[src/sv/ehbd_pkg.sv]
// ----------------------------------------------------------------------------
// Extended Hamming block decoder package
// Shared constants, status codes and the store control bundle.
// ----------------------------------------------------------------------------
package ehbd_pkg;

  // Largest supported block is 2^MaxLogBits bits.
  localparam int unsigned MaxLogBits = 8;
  localparam int unsigned MinLogBits = 3;
  localparam int unsigned AddrW      = MaxLogBits - 3;      // byte address
  localparam int unsigned StoreDepth = 1 << AddrW;
  localparam int unsigned PosW       = MaxLogBits + 1;      // bit position, holds 2^L
  localparam int unsigned SynW       = MaxLogBits;          // syndrome width
  localparam int unsigned LogW       = 4;                   // register width

  typedef enum logic [1:0] {
    ST_CLEAN     = 2'd0,
    ST_CORRECTED = 2'd1,
    ST_UNCORR    = 2'd2
  } status_e;

  // Control of the block store and its serial byte register.
  typedef struct packed {
    logic wr_en;     // write a request byte and load it for serial scan
    logic rd_en;     // read a stored byte into the serial register
    logic shift_en;  // move the serial register on by one bit
  } store_ctrl_t;

  // Clamp the configured log size into the supported range.
  function automatic logic [LogW-1:0] eff_log(input logic [LogW-1:0] l);
    logic [LogW-1:0] r;
    r = l;
    if (l < LogW'(MinLogBits)) begin
      r = LogW'(MinLogBits);
    end else if (l > LogW'(MaxLogBits)) begin
      r = LogW'(MaxLogBits);
    end
    return r;
  endfunction

endpackage

[src/sv/ehbd_store.sv]
// ----------------------------------------------------------------------------
// Extended Hamming block store
// Byte memory of one code block with a serial byte register that presents
// one bit per cycle while shift_en is set, most significant bit first.
// ----------------------------------------------------------------------------
module ehbd_store (
  input  logic                      clk_i,
  input  ehbd_pkg::store_ctrl_t     ctrl_i,
  input  logic [ehbd_pkg::AddrW-1:0] addr_i,
  input  logic [7:0]                wdata_i,
  output logic                      bit_o
);
  import ehbd_pkg::*;

  logic [7:0] mem [StoreDepth];
  logic [7:0] sh_q;

  always_ff @(posedge clk_i) begin
    if (ctrl_i.wr_en) begin
      mem[addr_i] <= wdata_i;
    end
  end

  // The serial register takes a fresh byte on a write or a read, else shifts.
  always_ff @(posedge clk_i) begin
    if (ctrl_i.wr_en) begin
      sh_q <= wdata_i;
    end else if (ctrl_i.rd_en) begin
      sh_q <= mem[addr_i];
    end else if (ctrl_i.shift_en) begin
      sh_q <= {sh_q[6:0], 1'b0};
    end
  end

  assign bit_o = sh_q[7];

endmodule

[src/sv/extended_hamming_block_decoder.sv]
// ----------------------------------------------------------------------------
// Extended Hamming block decoder
// Single-error-correcting, double-error-detecting decoder for code blocks of
// 2^L bits, delivered as bytes and returned as packed data chunks.
// ----------------------------------------------------------------------------
// A code block of 2^L bits (L from cfg_wdata_i, clamped to 3..8, reset 8)
// arrives as 2^(L-3) byte requests, bit position 0 in bit 7 of the first
// byte. Each byte is written to the block store and then scanned one bit per
// cycle; no further byte is accepted until the serial scan has folded the
// positions of its one bits into the syndrome and the overall parity.
// After the last byte the classify state judges the block. A clean block
// and a block with a single error are then read back from the store one
// byte at a time (a read state, then a bit state for each of its bits),
// the erroneous bit being inverted on the fly, and every data bit
// (positions 3 and up that are not powers of two) is packed into chunks
// of up to eight bits, first bit in bit 7. An uncorrectable block gives
// one result with status 2, no data and tlast set. The extraction scan
// pauses whenever the output register holds a result that the sink has
// not taken. No new byte is taken while a block is being emitted. A write
// to the configuration register drops any partly received block.
// ----------------------------------------------------------------------------
module extended_hamming_block_decoder (
  input  logic                          clk_i,
  input  logic                          rst_ni,
  // Configuration: block log size
  input  logic                          cfg_we_i,
  input  logic [ehbd_pkg::LogW-1:0]     cfg_wdata_i,
  // Byte input
  input  logic                          s_axis_tvalid,
  output logic                          s_axis_tready,
  input  logic [7:0]                    s_axis_tdata,  // [7:0] data_byte
  // Chunk output
  output logic                          m_axis_tvalid,
  input  logic                          m_axis_tready,
  output logic [15:0]                   m_axis_tdata,  // [7:0] data_chunk,
                                                       // [11:8] chunk_bits,
                                                       // [15:12] zero
  output logic [1:0]                    m_axis_tuser,  // [1:0] status
  output logic                          m_axis_tlast   // last result of the block
);
  import ehbd_pkg::*;

  // Sequencer states.
  localparam logic [2:0] S_IN    = 3'd0;  // waiting for a byte request
  localparam logic [2:0] S_ACC   = 3'd1;  // serial syndrome scan of one byte
  localparam logic [2:0] S_CLASS = 3'd2;  // classify the finished block
  localparam logic [2:0] S_RD    = 3'd3;  // read a stored byte
  localparam logic [2:0] S_BIT   = 3'd4;  // serial data extraction
  localparam logic [2:0] S_ERR   = 3'd5;  // report an uncorrectable block

  logic [2:0]      state_q, state_d;
  logic [LogW-1:0] log_q, log_d;
  logic [PosW-1:0] pos_q, pos_d;
  logic [SynW-1:0] syn_q, syn_d;
  logic            par_q, par_d;
  status_e         status_q, status_d;
  logic [7:0]      chunk_q, chunk_d;
  logic [3:0]      cnt_q, cnt_d;

  logic            out_valid_q, out_valid_d;
  logic [7:0]      out_chunk_q, out_chunk_d;
  logic [3:0]      out_bits_q, out_bits_d;
  status_e         out_status_q, out_status_d;
  logic            out_last_q, out_last_d;

  store_ctrl_t     store_ctrl;
  logic            store_bit;

  logic [PosW-1:0] nbits_m1;
  logic [PosW-1:0] pos_dec;
  logic            last_pos;
  logic            take;
  logic            data_bit;
  logic            advance;
  logic [3:0]      cnt_next;
  logic [7:0]      chunk_next;

  ehbd_store u_store (
    .clk_i  (clk_i),
    .ctrl_i (store_ctrl),
    .addr_i (pos_q[AddrW+2:3]),
    .wdata_i(s_axis_tdata),
    .bit_o  (store_bit)
  );

  // Highest bit position of the current block size.
  assign nbits_m1 = (PosW'(1) << eff_log(log_q)) - PosW'(1);
  assign last_pos = (pos_q == nbits_m1);
  assign pos_dec  = pos_q - PosW'(1);

  // Data bits are positions 3 and up that are not powers of two.
  assign take = (pos_q >= PosW'(3)) && ((pos_q & pos_dec) != '0);

  // The erroneous bit, if any, is inverted as it passes.
  assign data_bit = store_bit ^ ((status_q == ST_CORRECTED) &&
                                 (pos_q[SynW-1:0] == (syn_q & nbits_m1[SynW-1:0])));

  assign cnt_next   = cnt_q + {3'b000, take};
  assign chunk_next = take ? (chunk_q | ({7'b0, data_bit} << (3'd7 - cnt_q[2:0])))
                           : chunk_q;

  // A step that may produce a result only runs when the output slot is free.
  assign advance = !out_valid_q || m_axis_tready;

  assign s_axis_tready = (state_q == S_IN);

  always_comb begin
    state_d      = state_q;
    log_d        = log_q;
    pos_d        = pos_q;
    syn_d        = syn_q;
    par_d        = par_q;
    status_d     = status_q;
    chunk_d      = chunk_q;
    cnt_d        = cnt_q;
    out_valid_d  = out_valid_q && !m_axis_tready;
    out_chunk_d  = out_chunk_q;
    out_bits_d   = out_bits_q;
    out_status_d = out_status_q;
    out_last_d   = out_last_q;
    store_ctrl   = '0;

    unique case (state_q)
      S_IN: begin
        if (s_axis_tvalid) begin
          store_ctrl.wr_en = 1'b1;
          state_d          = S_ACC;
        end
      end
      S_ACC: begin
        store_ctrl.shift_en = 1'b1;
        if (store_bit) begin
          syn_d = syn_q ^ pos_q[SynW-1:0];
          par_d = ~par_q;
        end
        pos_d = pos_q + PosW'(1);
        if (last_pos) begin
          state_d = S_CLASS;
        end else if (pos_q[2:0] == 3'd7) begin
          state_d = S_IN;
        end
      end
      S_CLASS: begin
        pos_d   = '0;
        chunk_d = '0;
        cnt_d   = '0;
        if (par_q) begin
          status_d = ST_CORRECTED;
          state_d  = S_RD;
        end else if (syn_q == '0) begin
          status_d = ST_CLEAN;
          state_d  = S_RD;
        end else begin
          status_d = ST_UNCORR;
          state_d  = S_ERR;
        end
      end
      S_RD: begin
        store_ctrl.rd_en = 1'b1;
        state_d          = S_BIT;
      end
      S_BIT: begin
        if (advance) begin
          store_ctrl.shift_en = 1'b1;
          chunk_d             = chunk_next;
          cnt_d               = cnt_next;
          if ((cnt_next == 4'd8) || (last_pos && (cnt_next != 4'd0))) begin
            out_valid_d  = 1'b1;
            out_chunk_d  = chunk_next;
            out_bits_d   = cnt_next;
            out_status_d = status_q;
            out_last_d   = last_pos;
            chunk_d      = '0;
            cnt_d        = '0;
          end
          pos_d = pos_q + PosW'(1);
          if (last_pos) begin
            pos_d   = '0;
            syn_d   = '0;
            par_d   = 1'b0;
            state_d = S_IN;
          end else if (pos_q[2:0] == 3'd7) begin
            state_d = S_RD;
          end
        end
      end
      S_ERR: begin
        if (advance) begin
          out_valid_d  = 1'b1;
          out_chunk_d  = '0;
          out_bits_d   = '0;
          out_status_d = ST_UNCORR;
          out_last_d   = 1'b1;
          pos_d        = '0;
          syn_d        = '0;
          par_d        = 1'b0;
          state_d      = S_IN;
        end
      end
      default: begin
        state_d = S_IN;
      end
    endcase

    // A configuration write drops the block in progress.
    if (cfg_we_i) begin
      log_d   = cfg_wdata_i;
      pos_d   = '0;
      syn_d   = '0;
      par_d   = 1'b0;
      state_d = S_IN;
    end
  end

  always_ff @(posedge clk_i or negedge rst_ni) begin
    if (!rst_ni) begin
      state_q     <= S_IN;
      log_q       <= LogW'(MaxLogBits);
      pos_q       <= '0;
      syn_q       <= '0;
      par_q       <= 1'b0;
      out_valid_q <= 1'b0;
    end else begin
      state_q     <= state_d;
      log_q       <= log_d;
      pos_q       <= pos_d;
      syn_q       <= syn_d;
      par_q       <= par_d;
      out_valid_q <= out_valid_d;
    end
  end

  always_ff @(posedge clk_i) begin
    status_q     <= status_d;
    chunk_q      <= chunk_d;
    cnt_q        <= cnt_d;
    out_chunk_q  <= out_chunk_d;
    out_bits_q   <= out_bits_d;
    out_status_q <= out_status_d;
    out_last_q   <= out_last_d;
  end

  assign m_axis_tvalid = out_valid_q;
  assign m_axis_tdata  = {4'b0000, out_bits_q, out_chunk_q};
  assign m_axis_tuser  = out_status_q;
  assign m_axis_tlast  = out_last_q;

endmodule
[config.mk]
export PLATFORM = sky130hd
export DESIGN_NAME = extended_hamming_block_decoder
export DESIGN_NICKNAME = d
export VERILOG_FILES = /design/src/sv/ehbd_pkg.sv /design/src/sv/ehbd_store.sv /design/src/sv/extended_hamming_block_decoder.sv
export SDC_FILE = /design/constraint.sdc
export NUM_CORES = 1
export LEC_CHECK = 0
export BUFFER_PORTS_ARGS = -buffer_cell sky130_fd_sc_hd__buf_2
export CAP_MARGIN = 20
export CELL_PAD_IN_SITES_DETAIL_PLACEMENT = 1
export CELL_PAD_IN_SITES_GLOBAL_PLACEMENT = 1
export CORE_ASPECT_RATIO = 2
export CORE_UTILIZATION = 40
export CTS_BUF_LIST = sky130_fd_sc_hd__clkbuf_8
export CTS_CLUSTER_DIAMETER = 40
export DETAILED_ROUTE_END_ITERATION = 7
export PLACE_DENSITY_LB_ADDON = 0.15
export SLEW_MARGIN = 20
export SYNTH_ARGS = -nofsm -noshare
export SYNTH_HDL_FRONTEND = slang
export SYNTH_SLANG_ARGS = --single-unit
[constraint.sdc]
create_clock -name clk_i -period 7.5 [get_ports clk_i]
set_clock_uncertainty 0.2 [all_clocks]
set_input_delay 1.5 -clock clk_i [delete_from_list [all_inputs] [get_ports clk_i]]
set_output_delay 1.5 -clock clk_i [all_outputs]
set_load 0.01 [all_outputs]
* Yosys cells after proc, flatten, opt, wreduce, memory -nomap -nowiden
Memory sizes are Yosys's and may differ from the RTL's.
Index checks and enable logic that the tools add are counted.
** Storage, ports and cells
- Bits in writable memories :: 256
- Bits in latches :: 0
- Word-level logic and storage cells :: 140
- Memories :: 1
- ROM bits :: 0
- Register bits :: 63
- Input port bits :: 17
** Cells by class
- Shifts and indexed selects :: 2
- Order comparisons :: 3
- Reduce and logical (&&, ||, !) cells :: 22
- Bitwise gates (word level) :: 6
- $mul :: 0
- Multiplexer cells :: 67
- $add $sub $neg :: 5
- Divide/modulo/power cells :: 0
- Equality and inequality tests :: 20
** Memories
- u_store.mem :: words 32, bits a word 8, rd ports 1, clocked after memory_dff 0, write ports 1, line ehbd_store.sv:15 : logic [7:0] mem [StoreDepth];
** Operators by type and width (number)
- $mux 8 :: 13
- $mux 9 :: 4
- $pmux 9 s4 :: 1
- $pmux 8 s2 :: 2
- $mux 3 :: 10
- $mux 4 :: 7
- $pmux 8 s3 :: 1
- $pmux 3 s6 :: 1
- $mux 1 :: 17
- $pmux 4 s2 :: 2
- $ne 3x3->1 const B :: 4
- $reduce_and 5->1 :: 2
- $add 9x1->9 const B :: 1
- $and 9x9->9 :: 1
- $eq 3x3->1 const B :: 3
- $eq 9x9->1 :: 1
- $ge 9x2->1 const B :: 1
- $reduce_bool 9->1 :: 1
- $shl 1x4->9 const A :: 1
- $sub 9x1->9 const B :: 1
- $sub 9x2->9 const B :: 1
- $and 8x8->8 :: 1
- $eq 8x8->1 :: 1
- $logic_not 8->1 :: 1
- other kinds (31) :: 47

* Logic depth before layout (Yosys ltp)
- Depth in word-level cells :: 15
- Mapped depth :: 17

* Hierarchy
Synthesis repeated with hierarchy kept, for this count alone.
** Unflattened totals
- Cells, all modules :: 922
- Area, all modules :: 13924.6 µm²
** Modules (own cells, without submodules)
- ehbd_store :: times used 1, cells each 562, area an instance 10500.1 µm²
- extended_hamming_block_decoder :: times used 1, cells each 360, area an instance 3424.5 µm²

* Worst setup path after synthesis
Ideal clock, no wire load.
- Path kind :: register to register
- Start point :: register pos_q[3]
- End point :: register out_last_q, in the netlist m_axis_tlast (enable)
- Clock period less this slack :: 4166 ps
- Path buffers :: 2
- Arrival time :: 3580 ps
- Setup time :: 386 ps
- Stages on the path, launching flop included :: 16
- Path slack :: 3334 ps
- Data required time :: 6914 ps
- Path through :: dfrtp_1 -> buf_4 -> buf_4 -> nor3_1 -> a31oi_1 -> nor4b_1 -> a22oi_1 -> ha_1 -> ha_1 -> xnor2_1 -> nor3b_1 -> nor2b_1 -> nor2_1 -> o31ai_4 -> nand2_1 -> nor2_1
** On the way
- Word-level cells in the longest chain between the ends :: 10
** Ends and longest elaborated chain
- from (decl) :: line extended_hamming_block_decoder.sv:53 : logic [PosW-1:0] pos_q, pos_d;
- from (signal assigned) :: line extended_hamming_block_decoder.sv:226 : pos_q <= pos_d;
- $sub 9x1->9 :: line extended_hamming_block_decoder.sv:89 : assign pos_dec = pos_q - PosW'(1);
- $and 9x9->9 :: line extended_hamming_block_decoder.sv:92 : assign take = (pos_q >= PosW'(3)) && ((pos_q & pos_dec) != '0);
- $reduce_bool 9->1 :: line extended_hamming_block_decoder.sv:92
- $logic_and 1x1->1 :: line extended_hamming_block_decoder.sv:92
- $add 4x1->4 :: line extended_hamming_block_decoder.sv:98 : assign cnt_next = cnt_q + {3'b000, take};
- $reduce_bool 4->1 :: line extended_hamming_block_decoder.sv:167 : if ((cnt_next == 4'd8) || (last_pos && (cnt_next != 4'd0))) begin
- $logic_and 1x1->1 :: line extended_hamming_block_decoder.sv:167
- $logic_or 1x1->1 (*) :: line extended_hamming_block_decoder.sv:167
- $ne 2x2->1 (no source line) (*)
- $reduce_and 4->1 (no source line) (*)
- to (signal assigned) :: line extended_hamming_block_decoder.sv:240 : out_last_q <= out_last_d;
- to (decl) :: line extended_hamming_block_decoder.sv:64 : logic out_last_q, out_last_d;
Every way passes the cells marked *; elsewhere a longest branch is shown, timed or not.
A chain may end at the register's enable or synchronous reset.

* Worst setup path in the final report
- Start point :: register pos_q[7]
- End point :: register out_chunk_q[4] (enable)
** On the way
- Word-level cells in the longest chain between the ends :: 10
** Ends and longest elaborated chain
- $sub 9x1->9 :: line extended_hamming_block_decoder.sv:89
- $and 9x9->9 :: line extended_hamming_block_decoder.sv:92
- $reduce_bool 9->1 :: line extended_hamming_block_decoder.sv:92
- $logic_and 1x1->1 :: line extended_hamming_block_decoder.sv:92
- $add 4x1->4 :: line extended_hamming_block_decoder.sv:98
- $reduce_bool 4->1 :: line extended_hamming_block_decoder.sv:167
- $logic_and 1x1->1 :: line extended_hamming_block_decoder.sv:167
- $logic_or 1x1->1 (*) :: line extended_hamming_block_decoder.sv:167
- $ne 2x2->1 (no source line) (*)
- $reduce_and 4->1 (no source line) (*)
- to (signal assigned) :: line extended_hamming_block_decoder.sv:237 : out_chunk_q <= out_chunk_d;
- to (decl) :: line extended_hamming_block_decoder.sv:61 : logic [7:0] out_chunk_q, out_chunk_d;
Marks and branches as above.

==> insert_results.sql <==
INSERT INTO impl_metrics (metric_group, metric, value, unit) VALUES
('status', 'outcome', 'finished clean', ''),
('worst_setup_path', 'worstReg2RegStart', 'pos_q[7]', ''),
('synth', 'netlist_top_cells_area', 'sky130_fd_sc_hd__edfxtp_1, sky130_fd_sc_hd__mux4_2, sky130_fd_sc_hd__dfrtp_1, sky130_fd_sc_hd__nor2_1, sky130_fd_sc_hd__o21ai_0', ''),
('cells_and_area', 'area_growth', '11.19', '%'),
('synth', 'synth_largest_area_cell', 'sky130_fd_sc_hd__edfxtp_1', ''),
('worst_setup_path', 'setup.worst_path.end_class', 'flop', ''),
('cells_and_area', 'nets', '903', ''),
('global_routing', 'grt.overflow.total', '0', ''),
('timing', 'finalHoldViolations', '0', ''),
('floorplanning', 'pin_count', '38', ''),
('synth', 'yosys_most_used_dff', 'sky130_fd_sc_hd__edfxtp_1', ''),
('place', 'detailedPlacementHpwl', '24300', 'µm'),
('synth', 'yosysTopAreaCellShare', '64.32', '%'),
('floorplanning', 'die_height', '263.5', 'µm'),
('timing', 'report.final.slew_viol_count', '0', ''),
('synth', 'synthesis.area', '13680', 'µm²'),
('global_routing', 'grt_pass1_wl', '53700', 'µm'),
('worst_setup_path', 'path_depth', '13', ''),
('worst_setup_path', 'cp_data_arrival_time', '5.15', 'ns'),
('detailed_routing', 'viasPerCell', '5.658', ''),
('floorplanning', 'rows', '95', ''),
('global_routing', 'track_usage', '21.07', '%'),
('detailed_routing', 'wire_per_inst', '26.46', 'µm'),
('global_routing', 'grt_pass1_vias', '8568', ''),
('floorplanning', 'dieArea', '34980', 'µm²'),
('place', 'routability_congestion_estimate', '0.8739', ''),
('synth', 'synth_seq_cells', '319', ''),
('synth', 'synth-edff-count', '293', ''),
('timing', 'timing.max_slew.rel_slack', '29.64', '%'),
('clocking', 'cts.root.buffer_cell', 'sky130_fd_sc_hd__clkbuf_8', ''),
('timing', 'rsz0062_at_grt', 'no', ''),
('timing', 'finalWorstSetupSlack', '2.369', 'ns'),
('detailed_routing', 'vias', '7650', ''),
('clocking', 'number_of_buffers_inserted_by_hold_repair_at_cts', '0', ''),
('timing', 'clock_period_minus_final_worst_setup_slack', '5.131', 'ns'),
('worst_setup_path', 'crit_path_max_fanout', '29', ''),
('synth', 'synth-async-reset-ratio', '8.150', '%'),
('clocking', 'clock-sinks', '319', ''),
('worst_setup_path', 'cpMostUsedCell', 'sky130_fd_sc_hd__ha_1', ''),
('worst_setup_path', 'timing.reg2reg.worst_path_depth', '13', ''),
('worst_setup_path', 'critPathMaxStageDelay', '0.62', 'ns'),
('clocking', 'cts_tree', 'done', ''),
('pwr', 'worst_ir_drop_vdd', '0.1191', 'mV'),
('synth', 'distinct_cells_synth', '71', ''),
('synth', 'average_footprint_of_a_synthesized_cell', '16.23', 'µm²'),
('global_routing', 'largest_net_degree_at_the_start_of_global_routing', '46', ''),
('timing', 'total_negative_setup_slack', '0', 'ns'),
('worst_setup_path', 'setup.worst_path.end', 'out_chunk_q[4]', ''),
('pwr', 'power_leakage', '4.828', 'nW'),
('worst_setup_path', 'r2r-end', 'out_chunk_q[4]', ''),
('worst_setup_path', 'highest_delay_cell_along_the_critical_path', 'sky130_fd_sc_hd__dfrtp_1', ''),
('clocking', 'cts.reportedPaths.clkPinSlew', '0.06', 'ns'),
('clocking', 'cts-resized-gates', '0', ''),
('worst_setup_path', 'critical_path_class', 'flop to flop', ''),
('worst_setup_path', 'critical_path.startpoint_type', 'flop', ''),
('detailed_routing', 'drt_first_iter_violations', '388', ''),
('synth', 'cells_after_synth', '843', ''),
('cells_and_area', 'layout-drive-gt1-share', '22.73', '%'),
('place', 'place.port_buffers', '33', ''),
('worst_hold_path', 'min_path_type', 'flop to flop', ''),
('synth', 'synth.yosys.seq_area_share', '69.09', '%'),
('run', 'timing.max_cap.violations', '0', ''),
('floorplanning', 'starting_density_of_the_core', '40.66', '%'),
('floorplanning', 'core', '33640', 'µm²'),
('timing', 'finalSetupViolations', '0', ''),
('detailed_routing', 'wirelength', '35770', 'µm'),
('detailed_routing', 'remaining_drc_errors', '0', ''),
('worst_hold_path', 'min_from', 'par_q', ''),
('synth', 'synthesis_warning_total', '0', ''),
('detailed_routing', 'antenna_left', '0', ''),
('clocking', 'post_cts.repair.setup_buffers', '0', '');
==> routing by layer <==
metal / vias up / wire length [µm] / track usage (%)
met5: - / 0 / 0
met4: 0 / 1568 / 10.00
met3: 72 / 1003 / 2.446
met2: 158 / 20980 / 41.93
met1: 4000 / 12220 / 21.12
li1: 3420 / - / -
==> metrics by stage <==
step,hold slack (ns),power [mW],util [%],cell area (µm²),std cells
after floorplan,0.2859,2.151,-,13690,847
after global placement,0.3270,2.221,42.16,14180,1266
after detailed placement,0.3217,2.234,42.17,14190,1266
after CTS,0.3364,3.770,45.20,15200,1351
after global routing,0.3421,3.839,45.21,15210,1352
final,0.3458,3.730,45.21,15210,1352
==> where the power goes <==
part	total, mW	switching, mW	internal (mW)
Combinational	0.192	0.125	0.0666
Clock	1.53	0.690	0.845
Sequential	2.00	0.0349	1.97
Total	3.73	0.849	2.88
==> cell type report <==
class / count / area [µm²]
Sequential cell: 319 / 9458
Timing Repair Buffer: 38 / 202.7
Fill cell: 3279 / 18430
Multi-Input combinational cell: 455 / 3915
Inverter: 18 / 67.56
Tap cell: 436 / 545.5
Clock inverter: 37 / 356.6
Antenna cell: 1 / 2.502
Clock buffer: 48 / 660.6
==> flip-flops by register name, indices dropped and copies added, names as in the netlist, 4 cells and up <==
| register | cells |
|---|---|
| pos_q | 9 |
| out_chunk_q | 8 |
| chunk_q | 8 |
| syn_q | 8 |
| u_store.mem | 256 |
| u_store.sh_q | 8 |
| log_q | 4 |
| out_bits_q | 4 |
| cnt_q | 4 |
==> layout by cell type, fill, tap and decap left out, types with 5 or more instances in the layout <==
cell type | synthesis | final
sky130_fd_sc_hd__nor2b_1 | 11 | 11
sky130_fd_sc_hd__a21oi_1 | 28 | 27
sky130_fd_sc_hd__o22ai_1 | 8 | 8
sky130_fd_sc_hd__mux2_2 | 8 | 8
sky130_fd_sc_hd__clkinv_2 | 0 | 7
sky130_fd_sc_hd__and2_1 | 6 | 6
sky130_fd_sc_hd__a311oi_1 | 7 | 7
sky130_fd_sc_hd__mux4_2 | 64 | 64
sky130_fd_sc_hd__conb_1 | 2 | 6
sky130_fd_sc_hd__mux2i_1 | 10 | 10
sky130_fd_sc_hd__buf_4 | 11 | 5
sky130_fd_sc_hd__nand2_1 | 34 | 34
sky130_fd_sc_hd__a32oi_1 | 9 | 9
sky130_fd_sc_hd__nor3_1 | 11 | 11
sky130_fd_sc_hd__inv_1 | 18 | 26
sky130_fd_sc_hd__and3_1 | 5 | 5
sky130_fd_sc_hd__bufinv_16 | 0 | 7
sky130_fd_sc_hd__a22o_1 | 16 | 16
sky130_fd_sc_hd__or3_1 | 5 | 5
sky130_fd_sc_hd__nand3b_1 | 5 | 5
sky130_fd_sc_hd__nand2b_1 | 7 | 7
sky130_fd_sc_hd__nor2_1 | 80 | 79
sky130_fd_sc_hd__dfrtp_1 | 25 | 23
sky130_fd_sc_hd__nand3_1 | 11 | 11
sky130_fd_sc_hd__xnor2_1 | 5 | 5
sky130_fd_sc_hd__clkbuf_8 | 0 | 48
sky130_fd_sc_hd__a31oi_1 | 12 | 12
sky130_fd_sc_hd__or2_2 | 5 | 5
sky130_fd_sc_hd__buf_2 | 9 | 33
sky130_fd_sc_hd__edfxtp_1 | 293 | 293
sky130_fd_sc_hd__clkinv_1 | 0 | 9
sky130_fd_sc_hd__ha_1 | 7 | 7
sky130_fd_sc_hd__a22o_2 | 6 | 6
sky130_fd_sc_hd__o21ai_0 | 29 | 29
==> how the worst min path moves through the flow <==
stage	to	cells past startpoint	slack (ns)
3_5_place_dp	status_q[0]	0	0.32
3_3_place_gp	status_q[0]	0	0.33
5_1_grt	status_q[0]	0	0.34
6_report	status_q[0]	0	0.35
4_1_cts	status_q[0]	0	0.34
2_1_floorplan	status_q[0]	0	0.29
==> cells in the mapped netlist (all sizes together), types with 8 or more instances <==
library cell / number
edfxtp: 293
nor2: 82
mux4: 64
nand2: 34
o21ai: 30
a21oi: 29
clkbuf: 28
buf: 27
dfrtp: 25
a22o: 22
inv: 18
a31oi: 12
nand3: 11
nor2b: 11
nor3: 11
mux2i: 10
a32oi: 9
o22ai: 9
mux2: 8
==> cell families after synthesis <==
family          after synthesis  synth area share, %
flops                       319                69.09
simple gates                201                7.227
compound gates              149                7.922
mux                          82                11.93
buf+inv                      73                2.442
xor+xnor                     10               0.6952
fa+ha+maj                     7               0.6403
other cells                   2              0.05491
(Power assumes the default switching activity.)
